[config.mk]
export PLATFORM = sky130hd
export DESIGN_NAME = awic_queue
export DESIGN_NICKNAME = d
export VERILOG_FILES = /design/src/rtl/awic_pkg.sv /design/src/rtl/awic_queue.sv
export VERILOG_INCLUDE_DIRS = /design/src /design/src/rtl
export SDC_FILE = /design/constraint.sdc
export NUM_CORES = 1
export LEC_CHECK = 0
export BUFFER_PORTS_ARGS = -buffer_cell sky130_fd_sc_hd__buf_2
export CAP_MARGIN = 5
export CORE_ASPECT_RATIO = 0.75
export CORE_MARGIN = 10
export CORE_UTILIZATION = 52
export DETAILED_ROUTE_END_ITERATION = 12
export HOLD_SLACK_MARGIN = 0.1
export PLACE_DENSITY_LB_ADDON = 0.12
export SETUP_SLACK_MARGIN = 0.15
export SLEW_MARGIN = 20
export SYNTH_ARGS = -nofsm -noshare
export SYNTH_HDL_FRONTEND = slang
export SYNTH_SLANG_ARGS = --single-unit
[constraint.sdc]
create_clock -name i_clk -period 5.3 [get_ports i_clk]
set_input_delay 0.53 -clock i_clk [delete_from_list [all_inputs] [get_ports i_clk]]
set_output_delay 0.53 -clock i_clk [all_outputs]
set_load 0.02 [all_outputs]
[src/rtl/alphabet_word_index_codec_assert.svh]
// ----------------------------------------------------------------------------
// Assertion macros for the alphabet word index codec
// Concurrent assertions that compile away for synthesis.
// ----------------------------------------------------------------------------
`ifndef ALPHABET_WORD_INDEX_CODEC_ASSERT_SVH
`define ALPHABET_WORD_INDEX_CODEC_ASSERT_SVH

`ifndef SYNTHESIS
// Property checked on each rising edge, ignored while reset is low
`define AWIC_ASSERT(label, clk, rst_n, prop) \
    label: assert property (@(posedge clk) disable iff (!rst_n) prop) \
        else $error("%m: assertion failed");
// Implication checked on each rising edge, ignored while reset is low
`define AWIC_ASSERT_IMP(label, clk, rst_n, cond, prop) \
    label: assert property (@(posedge clk) disable iff (!rst_n) (cond) |-> (prop)) \
        else $error("%m: assertion failed");
`else
`define AWIC_ASSERT(label, clk, rst_n, prop)
`define AWIC_ASSERT_IMP(label, clk, rst_n, cond, prop)
`endif

`endif

[src/rtl/awic_pkg.sv]
// ----------------------------------------------------------------------------
// awic_pkg
// Types, constants and codes shared by the alphabet word index codec.
// ----------------------------------------------------------------------------
`timescale 1ns / 1ps

package awic_pkg;

    // Field widths
    localparam int SYM_W   = 8;
    localparam int DIG_W   = 6;
    localparam int CODE_W  = 64;
    localparam int RADIX_W = 7;
    localparam int LEN_W   = 7;
    localparam int NSYM    = 1 << SYM_W;
    localparam int NDIG    = 1 << DIG_W;

    // Stream widths
    localparam int S_DATA_W = 80;
    localparam int M_DATA_W = 80;

    // Parameter defaults
    localparam int ALPHABET_MAX_DEF = 64;
    localparam int MAX_WORD_LEN_DEF = 64;

    // Configuration registers
    localparam logic CFG_ALPHABET_SIZE = 1'b0;
    localparam logic CFG_WORD_LENGTH   = 1'b1;
    localparam logic [RADIX_W-1:0] ALPHABET_SIZE_RST = 7'd2;
    localparam logic [LEN_W-1:0]   WORD_LENGTH_RST   = 7'd8;
    localparam logic [RADIX_W-1:0] RADIX_MIN         = 7'd2;

    // Command queue
    localparam int QUEUE_DEPTH = 2;
    localparam int QPTR_W      = $clog2(QUEUE_DEPTH);
    localparam int QCNT_W      = $clog2(QUEUE_DEPTH + 1);

    // Division: quotient bits retired per cycle, cycles per digit
    localparam int DIV_STEPS = 8;
    localparam int DIV_CYC   = CODE_W / DIV_STEPS;
    localparam int DCNT_W    = $clog2(DIV_CYC);

    typedef enum logic [1:0] {
        OP_LOAD   = 2'd0,
        OP_ENCODE = 2'd1,
        OP_DECODE = 2'd2,
        OP_CLEAR  = 2'd3
    } t_op;

    typedef enum logic [1:0] {
        ST_OK      = 2'd0,
        ST_DUP     = 2'd1,
        ST_UNKNOWN = 2'd2,
        ST_RANGE   = 2'd3
    } t_status;

    // Classified command handed from front to back
    typedef struct packed {
        t_op               op;
        logic [SYM_W-1:0]  sym;
        logic [DIG_W-1:0]  digit;
        t_status           status;
        logic              last;
        logic [CODE_W-1:0] code;
    } t_cmd;

    // One result transaction
    typedef struct packed {
        logic [SYM_W-1:0]  sym;
        logic [CODE_W-1:0] code;
        logic              last;
        t_status           status;
    } t_result;

    typedef enum logic [2:0] {
        BS_IDLE,
        BS_LOAD,
        BS_ENC_MUL,
        BS_ENC_ADD,
        BS_DEC_START,
        BS_DIV,
        BS_RD,
        BS_EMIT
    } t_bstate;

endpackage

[src/rtl/awic_queue.sv]
// ----------------------------------------------------------------------------
// awic_queue
// Short command FIFO between the front and the back.
// ----------------------------------------------------------------------------
`timescale 1ns / 1ps

`include "alphabet_word_index_codec_assert.svh"

module awic_queue
    import awic_pkg::*;
(
    input  logic i_clk,
    input  logic i_rst_n,
    input  logic i_push,
    input  t_cmd i_cmd,
    output logic o_full,
    output logic o_valid,
    output t_cmd o_head,
    input  logic i_pop
);

    t_cmd              r_mem [QUEUE_DEPTH];
    logic [QPTR_W-1:0] r_wptr;
    logic [QPTR_W-1:0] r_rptr;
    logic [QCNT_W-1:0] r_count;

    assign o_full  = (r_count == QCNT_W'(QUEUE_DEPTH));
    assign o_valid = (r_count != '0);
    assign o_head  = r_mem[r_rptr];

    // Pointers and fill count
    always_ff @(posedge i_clk) begin
        if (!i_rst_n) begin
            r_wptr  <= '0;
            r_rptr  <= '0;
            r_count <= '0;
        end else begin
            if (i_push) begin
                r_wptr <= (r_wptr == QPTR_W'(QUEUE_DEPTH - 1)) ? '0 : r_wptr + 1'b1;
            end
            if (i_pop) begin
                r_rptr <= (r_rptr == QPTR_W'(QUEUE_DEPTH - 1)) ? '0 : r_rptr + 1'b1;
            end
            if (i_push && !i_pop) begin
                r_count <= r_count + 1'b1;
            end else if (i_pop && !i_push) begin
                r_count <= r_count - 1'b1;
            end
        end
    end

    // Entry storage
    always_ff @(posedge i_clk) begin
        if (i_push) begin
            r_mem[r_wptr] <= i_cmd;
        end
    end

    `AWIC_ASSERT_IMP(a_no_overflow, i_clk, i_rst_n, i_push, !o_full)
    `AWIC_ASSERT_IMP(a_no_underflow, i_clk, i_rst_n, i_pop, o_valid)
    `AWIC_ASSERT(a_count_bound, i_clk, i_rst_n, r_count <= QCNT_W'(QUEUE_DEPTH))

endmodule

======== Word level (Yosys, flattened, before mapping) ========
Memory sizes are Yosys's and may differ from the RTL's. A register that Yosys moved wholly into a read port is not among the register bits.
Cells that the tools add are included.
storage, ports and cells
  output and inout port bits .............. 85
  memories ................................ 1
  logic and storage cells ................. 23
  input port bits ......................... 87
  register bits after elaboration ......... 4
  memory bits (writable) .................. 166
memory list
  name   words  width  rd ports  clocked after Yosys merged registers in  wr ports  line              RTL
  r_mem  2      83     1         1                                        1         awic_queue.sv:22  t_cmd r_mem [QUEUE_DEPTH];
operators by class
  reductions and logical operators ........ 6
  equality and inequality tests ........... 1
  mux-type cells .......................... 8
  $add $sub $neg .......................... 4
operators by type and width
  cell                                               number
  two-way mux 1 bit                                  6
  two-way mux 2 bit                                  2
  nonzero test 2 bit                                 2
  adder 1 bit (second input constant)                2
  adder 2 x 1 -> 2 bit (second input constant)       1
  == test 2 bit (second input constant)              1
  logical AND 1 bit                                  2
  logical NOT 1 bit                                  2
  subtractor 2 x 1 -> 2 bit (second input constant)  1

======== Depth between registers and ports, before layout ========
  word-level depth ........................ 4
  gate-level depth with buffers ........... 5

======== Worst setup path before layout ========
No wires, ideal clock.
  path kind ............................... in2reg
  start ................................... input port i_push
  end ..................................... memory r_mem[0][0] (netlist bit) (enable)
  setup time .............................. 0.536 ns
  required time ........................... 4.764 ns
  setup slack ............................. 0.577 ns
  cell stages on the path ................. 1
  data arrival time ....................... 4.187 ns
  cells stage by stage .................... nor2b_1
between the ends
  cells in the longest elaborated chain, start to end .. 2
RTL lines
  what                                     line              RTL
  from (decl)                              awic_queue.sv:14  input logic i_push,
  two-way mux 1 bit                        awic_queue.sv:54  if (i_push) begin
  two-way mux 1 bit (not written as such)  awic_queue.sv:55  r_mem[r_wptr] <= i_cmd;
  to (decl)                                awic_queue.sv:22
Every way passes these cells.

==> results.md <==
* Synth Area in Compound Gates at 0.321%
* Final Core Density at 67.3%
* Post-DP HPWL at 8170 µm
* Setup Viol. Count Final at 0
* Hold_buf cts at 0
* CP required at 4.77 ns
* Die height at 115 µm
* Leak pwr at 2.95 nW
* Slew @ Worst Pin at 0.802 ns
* Simple logic cell fraction of the synthesized area at 0.944%
* Dominant cell type by area after synthesis: edfxtp_1
* Layout cells sized above 1 at 60.9%
* Largest family of logic cells by synthesized area: multiplexers
* Setup TNS at 0 ns
* Wire per inst at 19.3 µm
* Sink Count at 171
* Path depth of the worst reg2reg path at 2
* Worst VDD drop at 0.297 mV
* Worst-skew pair later-pin latency at 0.42 ns
* Root buffer selected by CTS: clkbuf_16
* Cell count after synthesis at 280
* Rows at 34
* Worst setup EP type: primary output
* CTS Buf Count at 17
* H-tree depth at 4
* Final slew viol count at 0
* Overall routed net length at 12300 µm
* Filler cell count at 843
* IO buf count at 171
* DRT iter0 DRCs at 205
* Netlist Area Pre-Place at 6230 µm²
* Max_cap viols at 0
* Synthesis-stage register bit count at 171
* Most common cell after layout, fill and taps aside: buf_2
* Post-synthesis mux area share at 15.0%
* Io pins at 172
* Max Fanout on Critical Path at 49
* Number of remaining DRC errors at 0
* Layout Nets at 552
* Tcrit/Tclk final at 48.1%
* Finished Layout Cells at 638
* Post-Synth XOR/XNOR Area at 0.422%
* Final Hold Viols at 0
* Syn_nets at 368
* Routability cong. at 0.735
* Drt first pass iters at 4
* Setup Buffers After CTS at 0
* First-pass GRT wire length at 18700 µm
* Crit path kind: flop to primary output
* Ys Warns at 0
* Antenna Nets Post-Route at 0
* Period minus WS final at 2.55 ns
* Fraction of the yosys area taken by sequential cells at 81.6%
* FF-to-FF Start: r_wptr$_SDFFE_PN0P_
* Die W at 146 µm
* Tot GR Track Use at 14.7%
* Commonest cells after routing, fill and taps aside: 171 x buf_2, 166 x edfxtp_1, 83 x mux2_2
* Critical Path End: o_head[77]
* DP Cell Count at 606
* Count of different cell masters after synthesis at 18
* Crit start category: flop
* Synth top area share at 80.0%
* Via density at 4.92
* Die Footprint at 16800 µm²
* Reg-to-Reg End: r_mem[1][64]$_DFFE_PP_
* Number of global-route vias before repair at 3389
* Initial Utilization at 53.5%
* Grt total ovfl at 0
* CTS Buffer Depth at 2
* Reg clk slew, reported paths at 0.06 ns
* Avg Cell Area, Syn at 22.3 µm²
* Layout area overhead at 25.8%
* Top cells by area, synth: edfxtp_1 80%, mux2_2 15%, dfxtp_1 1.6%
* CP arrival at 2.02 ns
* Max-slew headroom at 46.6%
* Antenna violations before repair at 1
* Ant diodes at 0
* Post_cts resized at 0
* Largest net degree at the start of global routing at 85
* Via count at 3139
* Core Footprint at 11700 µm²
* Reg-to-reg setup timing slack at 3.33 ns
* P per Cell Area at 402 nW/µm²
* Status: complete, no violations
* Clk_skew at 0.0107 ns
* Synth Area in Adders at 0.201%
* Max frequency at 392 MHz
* RSZ-0062 raised after global routing: no
* Hold Crit Class: input pin to flop
* CTS tree: yes
stage by stage:
step / power (W) / setup slack [ns] / hold WS (ns) / cell area, µm²
floorplan: 0.00184 / 0.577 / 0.461 / 6230
global placement: 0.00196 / 3.03 / 0.484 / 7230
detailed placement: 0.00197 / 3.03 / 0.524 / 7230
CTS: 0.00319 / 2.57 / 0.279 / 7810
global route: 0.00327 / 2.65 / 0.275 / 7840
finish: 0.00315 / 2.75 / 0.292 / 7840
where the power goes:
part | internal [W] | switching, W | total (W)
combinational | 0.000146 | 0.000202 | 0.000348
clock | 0.000733 | 0.000482 | 0.00121
sequential | 0.00156 | 0.0000275 | 0.00159
total | 0.00244 | 0.000712 | 0.00315
final cells by class:
cell class | count | area [µm²] | share of cell area [%]
Sequential cell | 171 | 5090 | 64.9
Multi-Input combinational cell | 99 | 1060 | 13.5
Timing Repair Buffer | 174 | 902 | 11.5
Clock buffer | 18 | 429 | 5.47
Tap cell | 162 | 203 | 2.58
Clock inverter | 13 | 153 | 1.95
Inverter | 1 | 3.75 | 0.0479
sequential cells by signal (all words and copies together) (netlist names), named ones only:
name,flops
r_wptr,1
r_count,2
r_mem,166
r_rptr,1
synthesized netlist by cell type:
| master | instances |
|---|---|
| ha_1 | 1 |
| and2b_2 | 1 |
| or2_2 | 1 |
| xnor2_1 | 1 |
| dfxtp_1 | 5 |
| o21a_1 | 1 |
| inv_1 | 1 |
| a21boi_1 | 1 |
| mux2_2 | 83 |
| o21ai_0 | 1 |
| edfxtp_1 | 166 |
| or3_1 | 1 |
| buf_2 | 1 |
| buf_4 | 1 |
| buf_6 | 7 |
| nor2b_1 | 2 |
| and2_1 | 4 |
| xor2_1 | 2 |
how the worst min path moves through the flow:
stage | end | depth (start not counted) | startpoint
floorplan | r_count[1]$_SDFFE_PN0P_ | 2 | r_count[1]$_SDFFE_PN0P_
CTS | r_mem[1][3]$_DFFE_PP_ | 1 | i_cmd[3]
finish | r_mem[0][3]$_DFFE_PP_ | 1 | i_cmd[3]
global placement | r_count[1]$_SDFFE_PN0P_ | 2 | r_count[1]$_SDFFE_PN0P_
global route | r_mem[1][8]$_DFFE_PP_ | 1 | i_cmd[8]
detailed placement | r_count[1]$_SDFFE_PN0P_ | 2 | r_count[1]$_SDFFE_PN0P_
logic make-up after synthesis:
| family | count (synthesis) |
|---|---|
| flip-flops | 171 |
| multiplexers | 83 |
| buffers and inverters | 10 |
| AND/OR/NAND/NOR | 9 |
| AO/OA/AOI/OAI | 3 |
| XOR/XNOR | 3 |
| adder cells (fa/ha/maj) | 1 |
metal layers:
layer	GRT usage, %	vias to the layer above	wire [µm]
met5	0	-	13
met4	4.79	2	147
met3	8.05	16	1270
met2	21.9	125	5770
met1	18.0	1520	5120
li1	-	1476	-
worst max-delay path, cell delays in order (launching register included):
cell and delay, ns:
dfxtp_4 0.67, buf_16 0.30, mux2_2 0.39, buf_2 0.16
(Power assumes the default switching activity.)
