## src/rtl/alphabet_word_index_codec_assert.svh

```systemverilog
// ----------------------------------------------------------------------------
// Assertion macros for the alphabet word index codec
// Concurrent assertions that compile away for synthesis.
// ----------------------------------------------------------------------------
`ifndef ALPHABET_WORD_INDEX_CODEC_ASSERT_SVH
`define ALPHABET_WORD_INDEX_CODEC_ASSERT_SVH

`ifndef SYNTHESIS
// Property checked on each rising edge, ignored while reset is low
`define AWIC_ASSERT(label, clk, rst_n, prop) \
    label: assert property (@(posedge clk) disable iff (!rst_n) prop) \
        else $error("%m: assertion failed");
// Implication checked on each rising edge, ignored while reset is low
`define AWIC_ASSERT_IMP(label, clk, rst_n, cond, prop) \
    label: assert property (@(posedge clk) disable iff (!rst_n) (cond) |-> (prop)) \
        else $error("%m: assertion failed");
`else
`define AWIC_ASSERT(label, clk, rst_n, prop)
`define AWIC_ASSERT_IMP(label, clk, rst_n, cond, prop)
`endif

`endif

```

## src/rtl/awic_pkg.sv

```systemverilog
// ----------------------------------------------------------------------------
// awic_pkg
// Types, constants and codes shared by the alphabet word index codec.
// ----------------------------------------------------------------------------
`timescale 1ns / 1ps

package awic_pkg;

    // Field widths
    localparam int SYM_W   = 8;
    localparam int DIG_W   = 6;
    localparam int CODE_W  = 64;
    localparam int RADIX_W = 7;
    localparam int LEN_W   = 7;
    localparam int NSYM    = 1 << SYM_W;
    localparam int NDIG    = 1 << DIG_W;

    // Stream widths
    localparam int S_DATA_W = 80;
    localparam int M_DATA_W = 80;

    // Parameter defaults
    localparam int ALPHABET_MAX_DEF = 64;
    localparam int MAX_WORD_LEN_DEF = 64;

    // Configuration registers
    localparam logic CFG_ALPHABET_SIZE = 1'b0;
    localparam logic CFG_WORD_LENGTH   = 1'b1;
    localparam logic [RADIX_W-1:0] ALPHABET_SIZE_RST = 7'd2;
    localparam logic [LEN_W-1:0]   WORD_LENGTH_RST   = 7'd8;
    localparam logic [RADIX_W-1:0] RADIX_MIN         = 7'd2;

    // Command queue
    localparam int QUEUE_DEPTH = 2;
    localparam int QPTR_W      = $clog2(QUEUE_DEPTH);
    localparam int QCNT_W      = $clog2(QUEUE_DEPTH + 1);

    // Division: quotient bits retired per cycle, cycles per digit
    localparam int DIV_STEPS = 8;
    localparam int DIV_CYC   = CODE_W / DIV_STEPS;
    localparam int DCNT_W    = $clog2(DIV_CYC);

    typedef enum logic [1:0] {
        OP_LOAD   = 2'd0,
        OP_ENCODE = 2'd1,
        OP_DECODE = 2'd2,
        OP_CLEAR  = 2'd3
    } t_op;

    typedef enum logic [1:0] {
        ST_OK      = 2'd0,
        ST_DUP     = 2'd1,
        ST_UNKNOWN = 2'd2,
        ST_RANGE   = 2'd3
    } t_status;

    // Classified command handed from front to back
    typedef struct packed {
        t_op               op;
        logic [SYM_W-1:0]  sym;
        logic [DIG_W-1:0]  digit;
        t_status           status;
        logic              last;
        logic [CODE_W-1:0] code;
    } t_cmd;

    // One result transaction
    typedef struct packed {
        logic [SYM_W-1:0]  sym;
        logic [CODE_W-1:0] code;
        logic              last;
        t_status           status;
    } t_result;

    typedef enum logic [2:0] {
        BS_IDLE,
        BS_LOAD,
        BS_ENC_MUL,
        BS_ENC_ADD,
        BS_DEC_START,
        BS_DIV,
        BS_RD,
        BS_EMIT
    } t_bstate;

endpackage

```

## src/rtl/awic_front.sv

```systemverilog
// ----------------------------------------------------------------------------
// awic_front
// Accepts items, keeps the symbol tables and classifies each item.
// ----------------------------------------------------------------------------
`timescale 1ns / 1ps

module awic_front
    import awic_pkg::*;
(
    input  logic               i_clk,
    input  logic               i_rst_n,
    input  logic               i_valid,
    output logic               o_ready,
    input  t_op                i_op,
    input  logic [SYM_W-1:0]   i_sym,
    input  logic [DIG_W-1:0]   i_pos,
    input  logic [CODE_W-1:0]  i_code,
    input  logic               i_last,
    input  logic [RADIX_W-1:0] i_radix,
    output logic               o_push,
    output t_cmd               o_cmd,
    input  logic               i_full
);

    logic [NSYM-1:0]  r_seen;
    logic [DIG_W-1:0] r_dig_mem [NSYM];
    logic [DIG_W-1:0] r_dig_rd;
    logic             r_valid;
    t_cmd             r_cmd;

    logic             accept;
    logic             hit;
    logic             load_ok;
    t_status          status;

    assign accept = i_valid && o_ready;
    assign o_push = r_valid && !i_full;
    assign o_ready = !r_valid || o_push;
    assign hit = r_seen[i_sym];

    // Classify the incoming item
    always_comb begin
        load_ok = 1'b0;
        status  = ST_OK;
        unique case (i_op)
            OP_LOAD: begin
                if ({1'b0, i_pos} >= i_radix) begin
                    status = ST_RANGE;
                end else if (hit) begin
                    status = ST_DUP;
                end else begin
                    load_ok = 1'b1;
                end
            end
            OP_ENCODE: begin
                status = hit ? ST_OK : ST_UNKNOWN;
            end
            OP_DECODE, OP_CLEAR: begin
                status = ST_OK;
            end
        endcase
    end

    // Symbol loaded flags
    always_ff @(posedge i_clk) begin
        if (!i_rst_n) begin
            r_seen <= '0;
        end else if (accept) begin
            if (i_op == OP_CLEAR) begin
                r_seen <= '0;
            end else if (load_ok) begin
                r_seen[i_sym] <= 1'b1;
            end
        end
    end

    // Digit of each symbol
    always_ff @(posedge i_clk) begin
        if (accept && load_ok) begin
            r_dig_mem[i_sym] <= i_pos;
        end
        if (accept) begin
            r_dig_rd <= r_dig_mem[i_sym];
        end
    end

    // Holding stage
    always_ff @(posedge i_clk) begin
        if (!i_rst_n) begin
            r_valid <= 1'b0;
        end else if (accept) begin
            r_valid <= (i_op != OP_CLEAR);
        end else if (o_push) begin
            r_valid <= 1'b0;
        end
    end

    always_ff @(posedge i_clk) begin
        if (accept) begin
            r_cmd.op     <= i_op;
            r_cmd.sym    <= i_sym;
            r_cmd.digit  <= i_pos;
            r_cmd.status <= status;
            r_cmd.last   <= i_last;
            r_cmd.code   <= i_code;
        end
    end

    // Encode items take the looked-up digit
    always_comb begin
        o_cmd = r_cmd;
        if (r_cmd.op == OP_ENCODE) begin
            o_cmd.digit = r_dig_rd;
        end
    end

endmodule

```

## config.mk

```make
export PLATFORM = sky130hd
export DESIGN_NAME = awic_front
export DESIGN_NICKNAME = d
export VERILOG_FILES = /design/src/rtl/alphabet_word_index_codec_assert.svh /design/src/rtl/awic_pkg.sv /design/src/rtl/awic_front.sv
export SDC_FILE = /design/constraint.sdc
export NUM_CORES = 2
export LEC_CHECK = 0
export BUFFER_PORTS_ARGS = -buffer_cell sky130_fd_sc_hd__buf_2
export CORE_MARGIN = 2
export CORE_UTILIZATION = 60
export CTS_CLUSTER_SIZE = 20
export DETAILED_ROUTE_END_ITERATION = 10
export GPL_TIMING_DRIVEN = 0
export PLACE_DENSITY_LB_ADDON = 0.08
export REMOVE_ABC_BUFFERS = 1
export SLEW_MARGIN = 5
export SYNTH_ARGS = -nofsm -noshare
export SYNTH_HDL_FRONTEND = slang
export SYNTH_SLANG_ARGS = --single-unit
```

## constraint.sdc

```tcl
create_clock -name i_clk -period 7.6 [get_ports i_clk]
set_input_delay 0.76 -clock i_clk [delete_from_list [all_inputs] [get_ports i_clk]]
set_output_delay 0.76 -clock i_clk [all_outputs]
set_load 0.01 [all_outputs]
```

Word level (Yosys, flattened, before mapping)
Memory sizes are Yosys's and may differ from the RTL's. A register that Yosys moved wholly into a read port is not among the register bits.
Cells that the tools add are included.

word-level totals
  input port bits = 92
  output and inout bits = 85
  logic and storage cells = 48
  bits in registers = 340
  memory bits (writable) = 1536
  memories = 1

cells by class
  muxes and demuxes = 18
  bitwise logic cells = 1
  reduce and logical (&&, ||, !) cells = 12
  magnitude comparators = 3
  equal/unequal tests = 5

memory list
  name       words  bits a word  rd ports  clocked after Yosys merged registers in  write ports  RTL line          RTL
  r_dig_mem  256    6            1         1                                        1            awic_front.sv:26  logic [DIG_W-1:0] r_dig_mem [NSYM];

operators with widths
  cell                  number
  $mux W256             2
  $or A256 B256 Y256    1
  $mux W1               10
  $lt A8 B9 Y1 const B  1
  $bmux W1 S8           1
  $demux W1 S8          1
  $ge A8 B1 Y1 const B  1
  $ge A6 B7 Y1          1
  $mux W6               1
  $pmux W2 S3           1
  $eq A2 B1 Y1 const B  2
  $eq A2 B2 Y1 const B  2
  $logic_and A1 B1 Y1   4
  $mux W2               2
  $reduce_bool A2 Y1    2
  $logic_not A1 Y1      2
  $logic_not A2 Y1      1
  $ne A2 B2 Y1 const B  1
  $reduce_and A2 Y1     1
  $reduce_or A2 Y1      1
  $logic_or A1 B1 Y1    1

Longest topological paths before layout
  word-level depth = 8
  depth in mapped cells = 14

Least setup slack after synthesis
OpenSTA, ideal clock, no wires.

  path type = input to register
  start point = in i_full
  end point = mem r_dig_mem[198][0], enable pin
  library setup time = 0.386 ns
  stages = 6
  buffers on the path = 2
  path slack = 1.826 ns
  arrival = 5.388 ns
  cells stage by stage = nand2_1 and2_1 clkbuf_1 nand3_1 clkbuf_1 nor4_1

between the ends
  longest elaborated chain between the ends = 7

RTL lines
  what                           RTL line          RTL
  from (decl)                    awic_front.sv:22  input logic i_full
  $logic_not A1 Y1               awic_front.sv:37  assign o_push = r_valid && !i_full;
  $logic_and A1 B1 Y1            awic_front.sv:37
  $logic_or A1 B1 Y1             awic_front.sv:38  assign o_ready = !r_valid || o_push;
  $logic_and A1 B1 Y1            awic_front.sv:36  assign accept = i_valid && o_ready;
  via accept                     awic_front.sv:31  logic accept;
  $logic_and A1 B1 Y1            awic_front.sv:79  if (accept && load_ok) begin
  $mux W1                        awic_front.sv:79
  $mux W1 (implied by the code)  awic_front.sv:80  r_dig_mem[i_sym] <= i_pos;
  to (decl)                      awic_front.sv:26

The timed path passes the listed nets, and every way through them passes these cells.

Worst setup path in the final report
  start point = in i_sym[1]
  end point = mem r_dig_mem[0][2], enable pin

between the ends
  longest elaborated chain between the ends = 8

RTL lines
  what                           RTL line          RTL
  from (decl)                    awic_front.sv:15  input logic [SYM_W-1:0] i_sym,
  $bmux W1 S8                    awic_front.sv:39  assign hit = r_seen[i_sym];
  $mux W1 (implied by the code)  awic_front.sv:39
  $mux W1                        awic_front.sv:49  end else if (hit) begin
  $mux W1                        awic_front.sv:47  if ({1'b0, i_pos} >= i_radix) begin
  $mux W1                        awic_front.sv:45  unique case (i_op)
  $logic_and A1 B1 Y1            awic_front.sv:79
  $mux W1                        awic_front.sv:79
  $mux W1 (implied by the code)  awic_front.sv:80

Several ways; a longest one is shown, not always the timed one. The select of a mux whose other input is x is not followed.

==> impl_metrics.tcl <==
set metrics [dict create \
    status "finished, final reports clean" \
    rsz0062_at_grt "no" \
    cap_viol_max_count 0 \
    ys_types 49 \
    end_kind "flop" \
    htree_num_levels 4 \
    core_um2 122000 \
    arrival_ns 6.31 \
    dr_total_vias 38000 \
    internal_power_w 0.0167 \
    clk_pin_slew_ns 0.07 \
    fp-row-count 128 \
    max_slew_margin_pct 8.40 \
    antenna_found_initial 5 \
    ant_nets 0 \
    cts-hold-fix-buffers 0 \
    dr.first_iter.drc_count 4997 \
    skew_ns 0.0358 \
    yosys_warnings 0 \
    drt_wl_total_um 177000 \
    post-route-period-util_pct 77.8 \
    cts_num_sinks 1882 \
    initial_utilization_pct 60.5 \
    synth_ff_type "edfxtp_1" \
    final-setup-viol-count 0 \
    final_common_cell "edfxtp_1" \
    grt_max_degree 160 \
    comb_power_share_pct 5.4 \
    clk_latency_ns 0.81 \
    cp-start-kind "input port" \
    globalplace.congestion 0.846 \
    async_flop_share_pct 0 \
    cp.required_ns 8.00 \
    place_inst 5388 \
    worst_slew_pin_slew_ns 1.36 \
    period_minus_slack_ns 5.92 \
    drc 0 \
    pin_count 177 \
    cts.path.max_buffers 3 \
    synth_edf_count 1625 \
    die_h_um 355 \
    areaGrowthSynthToFinish_pct 11.9 \
    hold_path.class "input port to flop" \
    cts_root_buf "clkbuf_16" \
    die_area_um2 126000 \
    finalHoldViolCount 0 \
    swShare_pct 21.2 \
    cts_tree "built" \
    whs_ns 0.137 \
    seq_area_frac_synth_pct 73.2 \
    timing.setup.tns_ns 0 \
    antenna-diode-count 0 \
    irDropWorstVdd_mv 0.229 \
    synthCells 3866 \
    first_pass_iters 6 \
    final_layout_size_suffix_gt1_share_pct 27.9 \
    ys_ff_latch 1882 \
    layout_common_cells "1625 x edfxtp_1, 554 x mux4_2, 335 x nand2_1" \
    cp_max_fo 105 \
    track_usage_pct 28.6 \
    finalMaxSlewViolations 0 \
    power_w 0.0212 \
    routed_via_density 6.63 \
    routedWlPerCell_um 31.0 \
    power.density_nw_per_um2 258 \
    io_buffers 176 \
    fmax_ghz 0.169 \
    switchingPower_w 0.00451 \
    grt_pass1_vias 38000 \
    dp_hpwl_um 109000 \
    die_width_um 355 \
    nets 4047 \
    post_cts_resized 0 \
    crit_type "input port to flop" \
    synth.cell_area_um2 73700 \
    cts_buffers 184 \
    fill_cells 7706 \
    p_seq_share_pct 53.0 \
    fin_cells 5728 \
    power.leakage_nw 25.6 \
    pwr-share-clk_pct 41.6 \
    syn_area_per_cell_um2 19.1 \
    grt_pass1_wl_um 260000 \
    gr-total-overflow 0 \
    cts_setup_buffers 0 \
]
[synthesized netlist by cell type (3+ instances only)]
cell type / instances / area, um^2
o21ai_0: 240 / 1200
ha_1: 6 / 75.1
a31oi_1: 3 / 18.8
nor4_1: 130 / 813
a211oi_1: 11 / 82.6
dfxtp_1: 257 / 5140
nand3_1: 20 / 100
o311ai_0: 3 / 26.3
or2_2: 3 / 18.8
nor2_1: 172 / 646
mux2_2: 11 / 124
clkbuf_1: 119 / 447
o2111ai_1: 5 / 43.8
nor3_1: 9 / 45.0
a21o_1: 5 / 37.5
and3_1: 4 / 25.0
nand2_1: 335 / 1260
o22ai_1: 5 / 31.3
edfxtp_1: 1625 / 48800
inv_1: 10 / 37.5
nand2b_1: 5 / 31.3
mux2i_1: 29 / 290
buf_6: 10 / 113
buf_2: 77 / 385
mux4_2: 554 / 12500
o211ai_1: 9 / 67.6
a21oi_1: 10 / 50.1
nor2b_1: 14 / 87.6
buf_1: 28 / 105
o21ai_1: 27 / 135
o221ai_1: 3 / 26.3
buf_4: 96 / 721
a22oi_1: 6 / 45.0
a211o_1: 8 / 70.1
[cell type report]
type                            count  area, um^2  share of cell area [%]
Clock inverter                     87         662                   0.802
Inverter                           12        45.0                  0.0546
Clock buffer                      253        5180                    6.28
Tap cell                         1625        2030                    2.46
Timing Repair Buffer              227        2070                    2.51
Multi-Input combinational cell   1642       18600                    22.5
Sequential cell                  1882       53900                    65.4
[path summary, 6_finish.rpt]
path                from              end  slack, ns  depth (start not counted)
max             i_sym[1]  r_dig_mem[0][2]       1.68                         11
min reg2reg  r_seen[233]      r_seen[233]       0.45                          2
max reg2reg   r_seen[78]  r_dig_mem[0][2]       2.96                          8
min           i_code[25]        o_cmd[25]       0.14                          1
[power by group through the flow]
stage               combinational (W)  sequential [W]  clock (W)
global route                  0.00122          0.0113    0.00934
floorplan                    0.000449          0.0115          0
detailed placement            0.00114          0.0115          0
finish                        0.00115          0.0113    0.00883
global placement              0.00128          0.0115          0
CTS                           0.00114          0.0113    0.00895
[routing by layer]
metal / share of wire, % / up-vias / global-route usage [%]
li1: - / 15800 / -
met1: 40 / 20000 / 41.5
met2: 48 / 1968 / 44.5
met3: 9.5 / 248 / 6.41
met4: 2.4 / 4 / 8.07
met5: 0.013 / - / 0
[kinds of logic after synthesis]
kind of cell,count (synthesis),synth area share [%]
and+or+nand+nor,696,4.14
AOI/OAI and AO/OA,346,2.66
buffers and inverters,342,2.46
DFF,1882,73.2
muxes,594,17.5
adders and majority gates,6,0.102
[worst max-delay path, cell delays in order]
cell	delay, ns
buf_8	0.34
buf_16	0.36
buf_16	0.47
mux4_2	0.59
mux2i_1	0.27
o22ai_1	0.21
nor4_1	0.31
nor3_1	0.15
o41a_4	0.79
buf_16	0.39
nor4_1	1.17
[stage by stage]
step / utilization (%) / area (um^2) / setup slack [ns]
2_1_floorplan: - / 72000 / -10.00
3_3_place_gp: 61.4 / 74900 / -17.43
3_5_place_dp: 62.5 / 76100 / 0.976
4_1_cts: 67.3 / 82000 / 1.76
5_1_grt: 67.7 / 82500 / 1.59
6_report: 67.7 / 82500 / 1.68
[sequential cells by signal (all words and copies together), names as in the netlist]
register and flops:
r_valid 1, r_dig_mem 1536, r_dig_rd 6, r_seen 256, r_cmd 6, o_cmd 77
Power figures use the tool's default switching activity.
