File: config.mk
export PLATFORM = sky130hd
export DESIGN_NAME = awic_back
export DESIGN_NICKNAME = d
export VERILOG_FILES = /design/src/rtl/awic_pkg.sv /design/src/rtl/awic_back.sv
export VERILOG_INCLUDE_DIRS = /design/src /design/src/rtl
export SDC_FILE = /design/constraint.sdc
export NUM_CORES = 2
export LEC_CHECK = 0
export BUFFER_PORTS_ARGS = -buffer_cell sky130_fd_sc_hd__buf_2
export CORE_ASPECT_RATIO = 1.1
export CORE_MARGIN = 2
export CORE_UTILIZATION = 38
export DETAILED_ROUTE_END_ITERATION = 6
export SLEW_MARGIN = 15
export SYNTH_ARGS = -nofsm -noshare
export SYNTH_HDL_FRONTEND = slang
export SYNTH_SLANG_ARGS = --single-unit
File: constraint.sdc
create_clock -name i_clk -period 38.3 [get_ports i_clk]
set_clock_uncertainty 0.05 [all_clocks]
set_input_delay 3.83 -clock i_clk [delete_from_list [all_inputs] [get_ports i_clk]]
set_output_delay 3.83 -clock i_clk [all_outputs]
set_load 0.05 [all_outputs]
File: src/rtl/alphabet_word_index_codec_assert.svh
// ----------------------------------------------------------------------------
// Assertion macros for the alphabet word index codec
// Concurrent assertions that compile away for synthesis.
// ----------------------------------------------------------------------------
`ifndef ALPHABET_WORD_INDEX_CODEC_ASSERT_SVH
`define ALPHABET_WORD_INDEX_CODEC_ASSERT_SVH

`ifndef SYNTHESIS
// Property checked on each rising edge, ignored while reset is low
`define AWIC_ASSERT(label, clk, rst_n, prop) \
    label: assert property (@(posedge clk) disable iff (!rst_n) prop) \
        else $error("%m: assertion failed");
// Implication checked on each rising edge, ignored while reset is low
`define AWIC_ASSERT_IMP(label, clk, rst_n, cond, prop) \
    label: assert property (@(posedge clk) disable iff (!rst_n) (cond) |-> (prop)) \
        else $error("%m: assertion failed");
`else
`define AWIC_ASSERT(label, clk, rst_n, prop)
`define AWIC_ASSERT_IMP(label, clk, rst_n, cond, prop)
`endif

`endif

File: src/rtl/awic_pkg.sv
// ----------------------------------------------------------------------------
// awic_pkg
// Types, constants and codes shared by the alphabet word index codec.
// ----------------------------------------------------------------------------
`timescale 1ns / 1ps

package awic_pkg;

    // Field widths
    localparam int SYM_W   = 8;
    localparam int DIG_W   = 6;
    localparam int CODE_W  = 64;
    localparam int RADIX_W = 7;
    localparam int LEN_W   = 7;
    localparam int NSYM    = 1 << SYM_W;
    localparam int NDIG    = 1 << DIG_W;

    // Stream widths
    localparam int S_DATA_W = 80;
    localparam int M_DATA_W = 80;

    // Parameter defaults
    localparam int ALPHABET_MAX_DEF = 64;
    localparam int MAX_WORD_LEN_DEF = 64;

    // Configuration registers
    localparam logic CFG_ALPHABET_SIZE = 1'b0;
    localparam logic CFG_WORD_LENGTH   = 1'b1;
    localparam logic [RADIX_W-1:0] ALPHABET_SIZE_RST = 7'd2;
    localparam logic [LEN_W-1:0]   WORD_LENGTH_RST   = 7'd8;
    localparam logic [RADIX_W-1:0] RADIX_MIN         = 7'd2;

    // Command queue
    localparam int QUEUE_DEPTH = 2;
    localparam int QPTR_W      = $clog2(QUEUE_DEPTH);
    localparam int QCNT_W      = $clog2(QUEUE_DEPTH + 1);

    // Division: quotient bits retired per cycle, cycles per digit
    localparam int DIV_STEPS = 8;
    localparam int DIV_CYC   = CODE_W / DIV_STEPS;
    localparam int DCNT_W    = $clog2(DIV_CYC);

    typedef enum logic [1:0] {
        OP_LOAD   = 2'd0,
        OP_ENCODE = 2'd1,
        OP_DECODE = 2'd2,
        OP_CLEAR  = 2'd3
    } t_op;

    typedef enum logic [1:0] {
        ST_OK      = 2'd0,
        ST_DUP     = 2'd1,
        ST_UNKNOWN = 2'd2,
        ST_RANGE   = 2'd3
    } t_status;

    // Classified command handed from front to back
    typedef struct packed {
        t_op               op;
        logic [SYM_W-1:0]  sym;
        logic [DIG_W-1:0]  digit;
        t_status           status;
        logic              last;
        logic [CODE_W-1:0] code;
    } t_cmd;

    // One result transaction
    typedef struct packed {
        logic [SYM_W-1:0]  sym;
        logic [CODE_W-1:0] code;
        logic              last;
        t_status           status;
    } t_result;

    typedef enum logic [2:0] {
        BS_IDLE,
        BS_LOAD,
        BS_ENC_MUL,
        BS_ENC_ADD,
        BS_DEC_START,
        BS_DIV,
        BS_RD,
        BS_EMIT
    } t_bstate;

endpackage

File: src/rtl/awic_back.sv
// ----------------------------------------------------------------------------
// awic_back
// Carries out commands: table writes, index accumulation, digit extraction.
// ----------------------------------------------------------------------------
`timescale 1ns / 1ps

`include "alphabet_word_index_codec_assert.svh"

module awic_back
    import awic_pkg::*;
(
    input  logic               i_clk,
    input  logic               i_rst_n,
    input  logic [RADIX_W-1:0] i_radix,
    input  logic [LEN_W-1:0]   i_target,
    input  logic               i_q_valid,
    input  t_cmd               i_q_head,
    output logic               o_pop,
    output logic               o_res_valid,
    output t_result            o_res,
    input  logic               i_res_ready
);

    t_bstate           r_state, n_state;
    t_cmd              r_cmd;
    logic [CODE_W-1:0] r_code, n_code;
    logic [CODE_W-1:0] r_power, n_power;
    logic              r_werr, n_werr;
    logic [CODE_W-1:0] r_prod, n_prod;
    logic [CODE_W-1:0] r_dq, n_dq;
    logic [DIG_W-1:0]  r_rem, n_rem;
    logic [DCNT_W-1:0] r_dcnt, n_dcnt;
    logic [LEN_W-1:0]  r_n, n_n;
    logic              r_pad, n_pad;
    logic              r_ov, n_ov;
    t_result           r_res, n_res;

    logic [SYM_W-1:0]  r_sym_mem [NDIG];
    logic [SYM_W-1:0]  r_sym_rd;
    logic              mem_we;
    logic [DIG_W-1:0]  rd_addr;

    logic              out_free;
    logic [CODE_W-1:0] enc_sum;
    logic [RADIX_W:0]  div_rem;
    logic [CODE_W-1:0] div_dq;
    logic              dec_last;

    assign out_free    = !r_ov || i_res_ready;
    assign o_res_valid = r_ov;
    assign o_res       = r_res;
    assign o_pop       = (r_state == BS_IDLE) && i_q_valid;
    assign enc_sum     = r_code + r_prod;
    assign rd_addr     = r_pad ? '0 : r_rem;
    assign dec_last    = (r_pad || (r_dq == '0)) && ((r_n + 1'b1) >= i_target);

    // Eight restoring division steps per cycle
    always_comb begin
        div_rem = {2'b00, r_rem};
        div_dq  = r_dq;
        for (int i = 0; i < DIV_STEPS; i++) begin
            div_rem = {div_rem[RADIX_W-1:0], div_dq[CODE_W-1]};
            div_dq  = {div_dq[CODE_W-2:0], 1'b0};
            if (div_rem >= {1'b0, i_radix}) begin
                div_rem   = div_rem - {1'b0, i_radix};
                div_dq[0] = 1'b1;
            end
        end
    end

    // Next state and datapath
    always_comb begin
        n_state = r_state;
        n_code  = r_code;
        n_power = r_power;
        n_werr  = r_werr;
        n_prod  = r_prod;
        n_dq    = r_dq;
        n_rem   = r_rem;
        n_dcnt  = r_dcnt;
        n_n     = r_n;
        n_pad   = r_pad;
        n_ov    = r_ov && !i_res_ready;
        n_res   = r_res;
        mem_we  = 1'b0;

        unique case (r_state)
            BS_IDLE: begin
                if (i_q_valid) begin
                    unique case (i_q_head.op)
                        OP_LOAD:   n_state = BS_LOAD;
                        OP_ENCODE: n_state = BS_ENC_MUL;
                        OP_DECODE: n_state = BS_DEC_START;
                        OP_CLEAR:  n_state = BS_IDLE;
                    endcase
                end
            end
            BS_LOAD: begin
                if (out_free) begin
                    mem_we       = (r_cmd.status == ST_OK);
                    n_ov         = 1'b1;
                    n_res.sym    = r_cmd.sym;
                    n_res.code   = '0;
                    n_res.last   = 1'b1;
                    n_res.status = r_cmd.status;
                    n_state      = BS_IDLE;
                end
            end
            BS_ENC_MUL: begin
                n_prod  = (r_cmd.status == ST_OK)
                        ? CODE_W'(r_power * {{(CODE_W-DIG_W){1'b0}}, r_cmd.digit}) : '0;
                n_power = CODE_W'(r_power * {{(CODE_W-RADIX_W){1'b0}}, i_radix});
                n_werr  = r_werr || (r_cmd.status == ST_UNKNOWN);
                n_state = BS_ENC_ADD;
            end
            BS_ENC_ADD: begin
                if (!r_cmd.last) begin
                    n_code  = enc_sum;
                    n_state = BS_IDLE;
                end else if (out_free) begin
                    n_ov         = 1'b1;
                    n_res.sym    = '0;
                    n_res.code   = enc_sum;
                    n_res.last   = 1'b1;
                    n_res.status = r_werr ? ST_UNKNOWN : ST_OK;
                    n_code       = '0;
                    n_power      = CODE_W'(1);
                    n_werr       = 1'b0;
                    n_state      = BS_IDLE;
                end
            end
            BS_DEC_START: begin
                n_dq   = r_cmd.code;
                n_rem  = '0;
                n_dcnt = '0;
                n_n    = '0;
                if (r_cmd.code != '0) begin
                    n_pad   = 1'b0;
                    n_state = BS_DIV;
                end else if (i_target != '0) begin
                    n_pad   = 1'b1;
                    n_state = BS_RD;
                end else begin
                    n_state = BS_IDLE;
                end
            end
            BS_DIV: begin
                n_dq   = div_dq;
                n_rem  = div_rem[DIG_W-1:0];
                n_dcnt = r_dcnt + 1'b1;
                if (r_dcnt == DCNT_W'(DIV_CYC - 1)) begin
                    n_state = BS_RD;
                end
            end
            BS_RD: begin
                n_state = BS_EMIT;
            end
            BS_EMIT: begin
                if (out_free) begin
                    n_ov         = 1'b1;
                    n_res.sym    = r_sym_rd;
                    n_res.code   = '0;
                    n_res.last   = dec_last;
                    n_res.status = ST_OK;
                    n_n          = r_n + 1'b1;
                    if (dec_last) begin
                        n_state = BS_IDLE;
                    end else if (!r_pad && (r_dq != '0)) begin
                        n_rem   = '0;
                        n_dcnt  = '0;
                        n_state = BS_DIV;
                    end else begin
                        n_pad   = 1'b1;
                        n_state = BS_RD;
                    end
                end
            end
            default: n_state = BS_IDLE;
        endcase
    end

    // State register
    always_ff @(posedge i_clk) begin
        if (!i_rst_n) begin
            r_state <= BS_IDLE;
        end else begin
            r_state <= n_state;
        end
    end

    // Control and running state
    always_ff @(posedge i_clk) begin
        if (!i_rst_n) begin
            r_ov    <= 1'b0;
            r_code  <= '0;
            r_power <= CODE_W'(1);
            r_werr  <= 1'b0;
            r_pad   <= 1'b0;
        end else begin
            r_ov    <= n_ov;
            r_code  <= n_code;
            r_power <= n_power;
            r_werr  <= n_werr;
            r_pad   <= n_pad;
        end
    end

    // Payload registers
    always_ff @(posedge i_clk) begin
        if (o_pop) begin
            r_cmd <= i_q_head;
        end
        r_prod <= n_prod;
        r_dq   <= n_dq;
        r_rem  <= n_rem;
        r_dcnt <= n_dcnt;
        r_n    <= n_n;
        r_res  <= n_res;
    end

    // Symbol of each digit
    always_ff @(posedge i_clk) begin
        if (mem_we) begin
            r_sym_mem[r_cmd.digit] <= r_cmd.sym;
        end
        r_sym_rd <= r_sym_mem[rd_addr];
    end

    `AWIC_ASSERT_IMP(a_rem_below_radix, i_clk, i_rst_n, (r_state == BS_RD) && !r_pad,
        {1'b0, r_rem} < i_radix)
    `AWIC_ASSERT_IMP(a_digit_count, i_clk, i_rst_n, r_state == BS_EMIT,
        r_n < LEN_W'(NDIG))

endmodule

Word-level counts from Yosys, hierarchy flattened
Memories as Yosys holds them, arrays and structs flattened. A register that Yosys moved wholly into a read port is not among the register bits.
Index checks and enable logic that the tools add are counted.

storage, ports and cells
  memories kept = 1
  memory bits (writable) = 512
  ROM bits = 0
  output and inout bits = 77
  latch bits = 0
  logic and storage cells = 162
  flip-flop bits (word level) = 434

memories
  memory     depth  bits a word  read ports  clocked after memory_dff  wr ports  line             text
  r_sym_mem  64     8            1           1                         1         awic_back.sv:38  logic [SYM_W-1:0] r_sym_mem [NDIG];

cells by class
  shift-type cells = 0
  div/mod/pow operators = 0
  add/sub/neg operators = 11
  muxes and demuxes = 66
  order comparisons = 9
  equal/unequal tests = 23
  multipliers = 2
  reduce and logical (&&, ||, !) cells = 30
  bitwise gates (word level) = 0

operators with widths
  kind                                           number
  two-way mux 75 bit                             4
  two-way mux 64 bit                             4
  case mux 64 bit (2 select lines)               2
  case mux 75 bit (3 select lines)               1
  nonzero test 64 bit                            2
  adder 64 bit                                   1
  zero test 64 bit                               1
  multiplier 64 x 6 -> 64 bit                    1
  multiplier 64 x 7 -> 64 bit                    1
  >= comparator 8 x 7 -> 1 bit                   7
  two-way mux 7 bit                              8
  subtractor 7 bit                               7
  two-way mux 3 bit                              11
  two-way mux 6 bit                              5
  case mux 3 bit (8 select lines)                1
  two-way mux 1 bit                              21
  inequality test 2 bit (second input constant)  9
  case mux 6 bit (3 select lines)                1
  equality test 3 bit (second input constant)    5
  >= comparator 7 bit                            2
  case mux 7 bit (2 select lines)                1
  case mux 3 bit (4 select lines)                1
  AND reduction 5 bit                            2
  case mux 3 bit (3 select lines)                1
  23 further kinds                               42

Logic depth before layout (Yosys ltp)
  depth after elaboration = 17
  gate-level depth with buffers = 89
  mapped depth without buffers = 83

Least setup slack after synthesis
OpenSTA, ideal clock, no wires.

  path type = input to register
  start = input port i_radix[1]
  end = register r_dq[0] (data pin)
  path slack = 17873 ps
  library setup time = 260 ps
  arrival = 20117 ps
  required time = 37990 ps
  stages = 85
  path buffers = 8
  path through = clkbuf_1 clkbuf_1 inv_1 ha_1 and4_1 or3_1 o21ai_2 nand2_2 o21ai_0 inv_1 ha_1 and4_1 a311oi_1 a31oi_1 a31o_2 nor2_2 clkbuf_1 mux2_2 (+49 left out) nand2b_1 a21o_1 a21oi_1 o21ai_0 a21o_1 a2111oi_0 mux2i_1 o21a_4 mux2i_1 fa_1 a21o_1 a21oi_1 a21boi_0 o21ai_0 nand2b_1 a21oi_1 o221ai_4 mux2_2

between the ends
  cells in the longest elaborated chain, start to end = 17
  elaborated cells between the ends (all ways) = 24
  classes of those cells = 7 x add/sub; 8 x order compare; 9 x mux

RTL lines
  item                                                                     line                              text
  start, declared                                                          awic_back.sv:14                   input logic [RADIX_W-1:0] i_radix,
  subtractor 7 bit / >= comparator 7 bit (equally long branches)           awic_back.sv:65, awic_back.sv:64
  two-way mux 7 bit                                                        awic_back.sv:64                   if (div_rem >= {1'b0, i_radix}) begin
  subtractor 7 bit / >= comparator 8 x 7 -> 1 bit (equally long branches)  awic_back.sv:65, awic_back.sv:64
  two-way mux 7 bit                                                        awic_back.sv:64
  subtractor 7 bit / >= comparator 8 x 7 -> 1 bit (equally long branches)  awic_back.sv:65, awic_back.sv:64
  two-way mux 7 bit                                                        awic_back.sv:64
  subtractor 7 bit / >= comparator 8 x 7 -> 1 bit (equally long branches)  awic_back.sv:65, awic_back.sv:64
  two-way mux 7 bit                                                        awic_back.sv:64
  (+2 left out)                                                            --
  subtractor 7 bit / >= comparator 8 x 7 -> 1 bit (equally long branches)  awic_back.sv:65, awic_back.sv:64
  two-way mux 7 bit                                                        awic_back.sv:64
  >= comparator 8 x 7 -> 1 bit / subtractor 7 bit (equally long branches)  awic_back.sv:64, awic_back.sv:65
  two-way mux 7 bit                                                        awic_back.sv:64
  >= comparator 8 x 7 -> 1 bit *                                           awic_back.sv:64
  two-way mux 1 bit *                                                      awic_back.sv:64
  case mux 64 bit (2 select lines) *                                       awic_back.sv:87                   unique case (r_state)
  via n_dq[0]                                                              awic_back.sv:30                   logic [CODE_W-1:0] r_dq, n_dq;
  end signal, assigned                                                     awic_back.sv:214                  r_dq <= n_dq;
  end, declared                                                            awic_back.sv:30

Mark *: on every way through the listed nets, which the timed path passes. The rest lies on a longest branch.
A chain may end at the register's enable or synchronous reset.

Worst setup path after layout
  start = input port i_radix[3]
  end = register r_dq[0] (data pin)

between the ends
  cells in the longest elaborated chain, start to end = 17
  elaborated cells between the ends (all ways) = 24
  classes of those cells = 7 x add/sub; 8 x order compare; 9 x mux

RTL lines
  item                                                                     line
  subtractor 7 bit / >= comparator 7 bit (equally long branches)           awic_back.sv:65, awic_back.sv:64
  two-way mux 7 bit                                                        awic_back.sv:64
  subtractor 7 bit / >= comparator 8 x 7 -> 1 bit (equally long branches)  awic_back.sv:65, awic_back.sv:64
  two-way mux 7 bit                                                        awic_back.sv:64
  subtractor 7 bit / >= comparator 8 x 7 -> 1 bit (equally long branches)  awic_back.sv:65, awic_back.sv:64
  two-way mux 7 bit                                                        awic_back.sv:64
  subtractor 7 bit / >= comparator 8 x 7 -> 1 bit (equally long branches)  awic_back.sv:65, awic_back.sv:64
  two-way mux 7 bit                                                        awic_back.sv:64
  (+2 left out)                                                            --
  subtractor 7 bit / >= comparator 8 x 7 -> 1 bit (equally long branches)  awic_back.sv:65, awic_back.sv:64
  two-way mux 7 bit                                                        awic_back.sv:64
  subtractor 7 bit / >= comparator 8 x 7 -> 1 bit (equally long branches)  awic_back.sv:65, awic_back.sv:64
  two-way mux 7 bit                                                        awic_back.sv:64
  >= comparator 8 x 7 -> 1 bit *                                           awic_back.sv:64
  two-way mux 1 bit *                                                      awic_back.sv:64
  case mux 64 bit (2 select lines) *                                       awic_back.sv:87
  via n_dq[0]                                                              awic_back.sv:30

Marks and branches as above.

==> results.toml <==
[yosys]
netlist_area_sq_um = 65100
ys_warn_count = 0
ys.flop_type = "edfxtp_1"
synth_cells = 5887
synth_top_cell_by_area = "edfxtp_1"
synth_edf_count = 812
ys_ff_latch = 954
yosysMostFrequentCell = "nand2_1"
ys_top_cells_by_count = "999 x nand2_1, 812 x edfxtp_1, 538 x fa_1"
yosysSeqAreaShare_pct = 41.8
synth.area.top_cells = "edfxtp_1 37%, fa_1 17%, nand2_1 5.8%"
synthArstFlopShare_pct = 0
syn_nets = 6791
synth.top_cell.area_share_pct = 37.5
synth_cell_types = 90
syn_area_per_cell_sq_um = 11.1

[floorplanning]
start_util_pct = 38.2
dieArea_sq_um = 175000
io_pins = 178
num_rows = 159
fp.dieW_um = 399
coreArea_sq_um = 170000
dieHeight_um = 438

[clock_network]
clk_latency_ns = 0.80
root_buffer = "clkbuf_16"
cts_buffers = 104
post-cts-setup-buffers = 0
cts.hold.buffers_added = 0
cts_tree = "done"
cts.htree.levels = 3
clock_path_buffers = 3
cts_sinks = 954
post_cts_resized = 0
clkTransAtPathRegs_ns = 0.06

[grt]
track_usage_pct = 19.9
grt_pass1_wl_um = 272000
grt_max_degree = 78
grt_antenna_before_repair = 6
grt_pass1_vias = 46404
overflow = 0

[critical_path]
critPathMaxFanout = 27
crit_path_start = "i_radix[3]"
arrival_ns = 23.13
crit_type = "in2reg"
cp_slowest_stage_delay_ns = 0.54
slowest_stage = "nor4_1"
crit_required_ns = 38.73
critPathMostFrequentCell = "o21ai_0"
worstReg2RegEnd = "r_dq[0]$_DFFE_PN_"
critPathCapture = "r_dq[0]$_DFFE_PN_"
rr_worst_depth = 76
regToRegStartpoint = "r_rem[0]$_SDFFCE_PN0P_"
startpoint_type = "input pin"
r2r_slack_ns = 18.55
endpoint_kind = "flip-flop"

[job]
drv_cap = 0

[run_status]
status = "finished, final reports clean"

[placed_design]
numPortBuffers = 177
dp_hpwl_um = 124000
pre_cts_ws_ns = 15.05
place_congestion = 0.904

[sta]
grt_setup_unrepaired = "no"
timing.setup.tns_ns = 0
tightestPinTransition_ns = 1.12
fmax_ghz = 0.0441
layout_setup_ws_ns = 15.61
drv_slew = 0
finalHoldViolCount = 0
finalSetupViolCount = 0
slew_headroom_pct = 24.9
min_period_over_period_pct = 59.2
layout_min_cycle_time_ns = 22.69

[detailed_routing]
wl_met2_um = 82600
drc = 0
routed_wl_um = 173000
initialDrtViolationCount = 3638
route.met3.wl_um = 9920
m1WireLength_um = 76500
firstDrtPassIters = 6
antenna_left = 0
routed_via_density = 5.43
routed.top_layer = "met5"
wl_per_cell_um = 21.0
routed-via-count = 44793

[hold_path]
min_path_cells = 2
hp-class = "reg2reg"

[final_layout]
drive_gt1_share_pct = 10.5
area_growth_pct = 10.1
nNetsFinal = 6813
## worst min path at each step
stage | endpoint | start | slack (ns)
after floorplan | r_code[40]$_SDFFE_PN0P_ | r_code[40]$_SDFFE_PN0P_ | 0.38
after global placement | r_code[59]$_SDFFE_PN0P_ | r_code[59]$_SDFFE_PN0P_ | 0.39
after detailed placement | r_code[48]$_SDFFE_PN0P_ | r_code[48]$_SDFFE_PN0P_ | 0.40
after CTS | r_code[48]$_SDFFE_PN0P_ | r_code[48]$_SDFFE_PN0P_ | 0.42
after global routing | r_code[45]$_SDFFE_PN0P_ | r_code[45]$_SDFFE_PN0P_ | 0.45
final | r_code[48]$_SDFFE_PN0P_ | r_code[48]$_SDFFE_PN0P_ | 0.41
## sequential cells by signal, indices dropped and copies added, names as in the netlist
signal       flops
r_state          3
o_res_valid      1
o_res           75
r_cmd           81
r_werr           1
r_prod          64
r_power         64
r_sym_mem      512
r_sym_rd         8
r_pad            1
r_n              7
r_rem            6
r_code          64
r_dcnt           3
r_dq            64
## layout make-up
class                           count  area [sq um]
Timing Repair Buffer              244          1390
Multi-Input combinational cell   4150         35000
Tap cell                         2254          2820
Sequential cell                   954         27200
Clock buffer                      118          2690
Fill cell                       15994         98900
Clock inverter                     74           830
Antenna cell                        4          10.0
Inverter                          455          1710
## cells in the final DEF (no fill, tap or decap), drive strengths merged, types with 94 or more instances in the layout
master | synthesis | layout
nand2 | 1000 | 1000
edfxtp | 812 | 812
fa | 538 | 538
inv | 454 | 460
nor2 | 277 | 277
ha | 265 | 265
buf | 33 | 244
a21oi | 231 | 231
o21ai | 183 | 183
and2 | 155 | 155
nor2b | 152 | 152
dfxtp | 142 | 142
a21o | 136 | 136
xnor2 | 128 | 128
clkbuf | 295 | 118
mux4 | 96 | 96
xor2 | 94 | 94
## metal layers
metal  vias to the layer above  GRT usage, %
met5                         -             0
met4                         2          5.46
met3                       238          2.84
met2                      1316          32.8
met1                     22793          27.5
li1                      20444             -
## kinds of logic after synthesis
kind of cell | count (synthesis) | share of synthesized area (%)
adders and majority gates | 803 | 21.6
xor gates and xnor gates | 222 | 2.99
muxes | 247 | 5.81
DFF | 954 | 41.8
buffers and inverters | 783 | 4.53
AOI/OAI and AO/OA | 967 | 9.78
and+or+nand+nor | 1911 | 13.4
## metrics by stage
stage | util [%] | cells | instance area (sq um) | hold WS, ns
6_report | 42.0 | 8253 | 71600 | 0.412
5_1_grt | 42.0 | 8251 | 71600 | 0.451
4_1_cts | 42.0 | 8249 | 71600 | 0.416
3_5_place_dp | 40.0 | 8057 | 68100 | 0.400
3_3_place_gp | 40.0 | 8057 | 68100 | 0.393
2_1_floorplan | - | 5887 | 65100 | 0.382
## critical path: cells and delay by family
kind | cells | cell delay [ns]
AO/OA/AOI/OAI | 40 | 9.13
adder cells (fa/ha/maj) | 8 | 2.80
buffers and inverters | 6 | 1.10
multiplexers | 5 | 1.75
AND/OR/NAND/NOR | 19 | 4.36
Power is left out: the tool's default activity adds up to more than one toggle a clock period on the data nets, which glitch-free logic cannot reach.
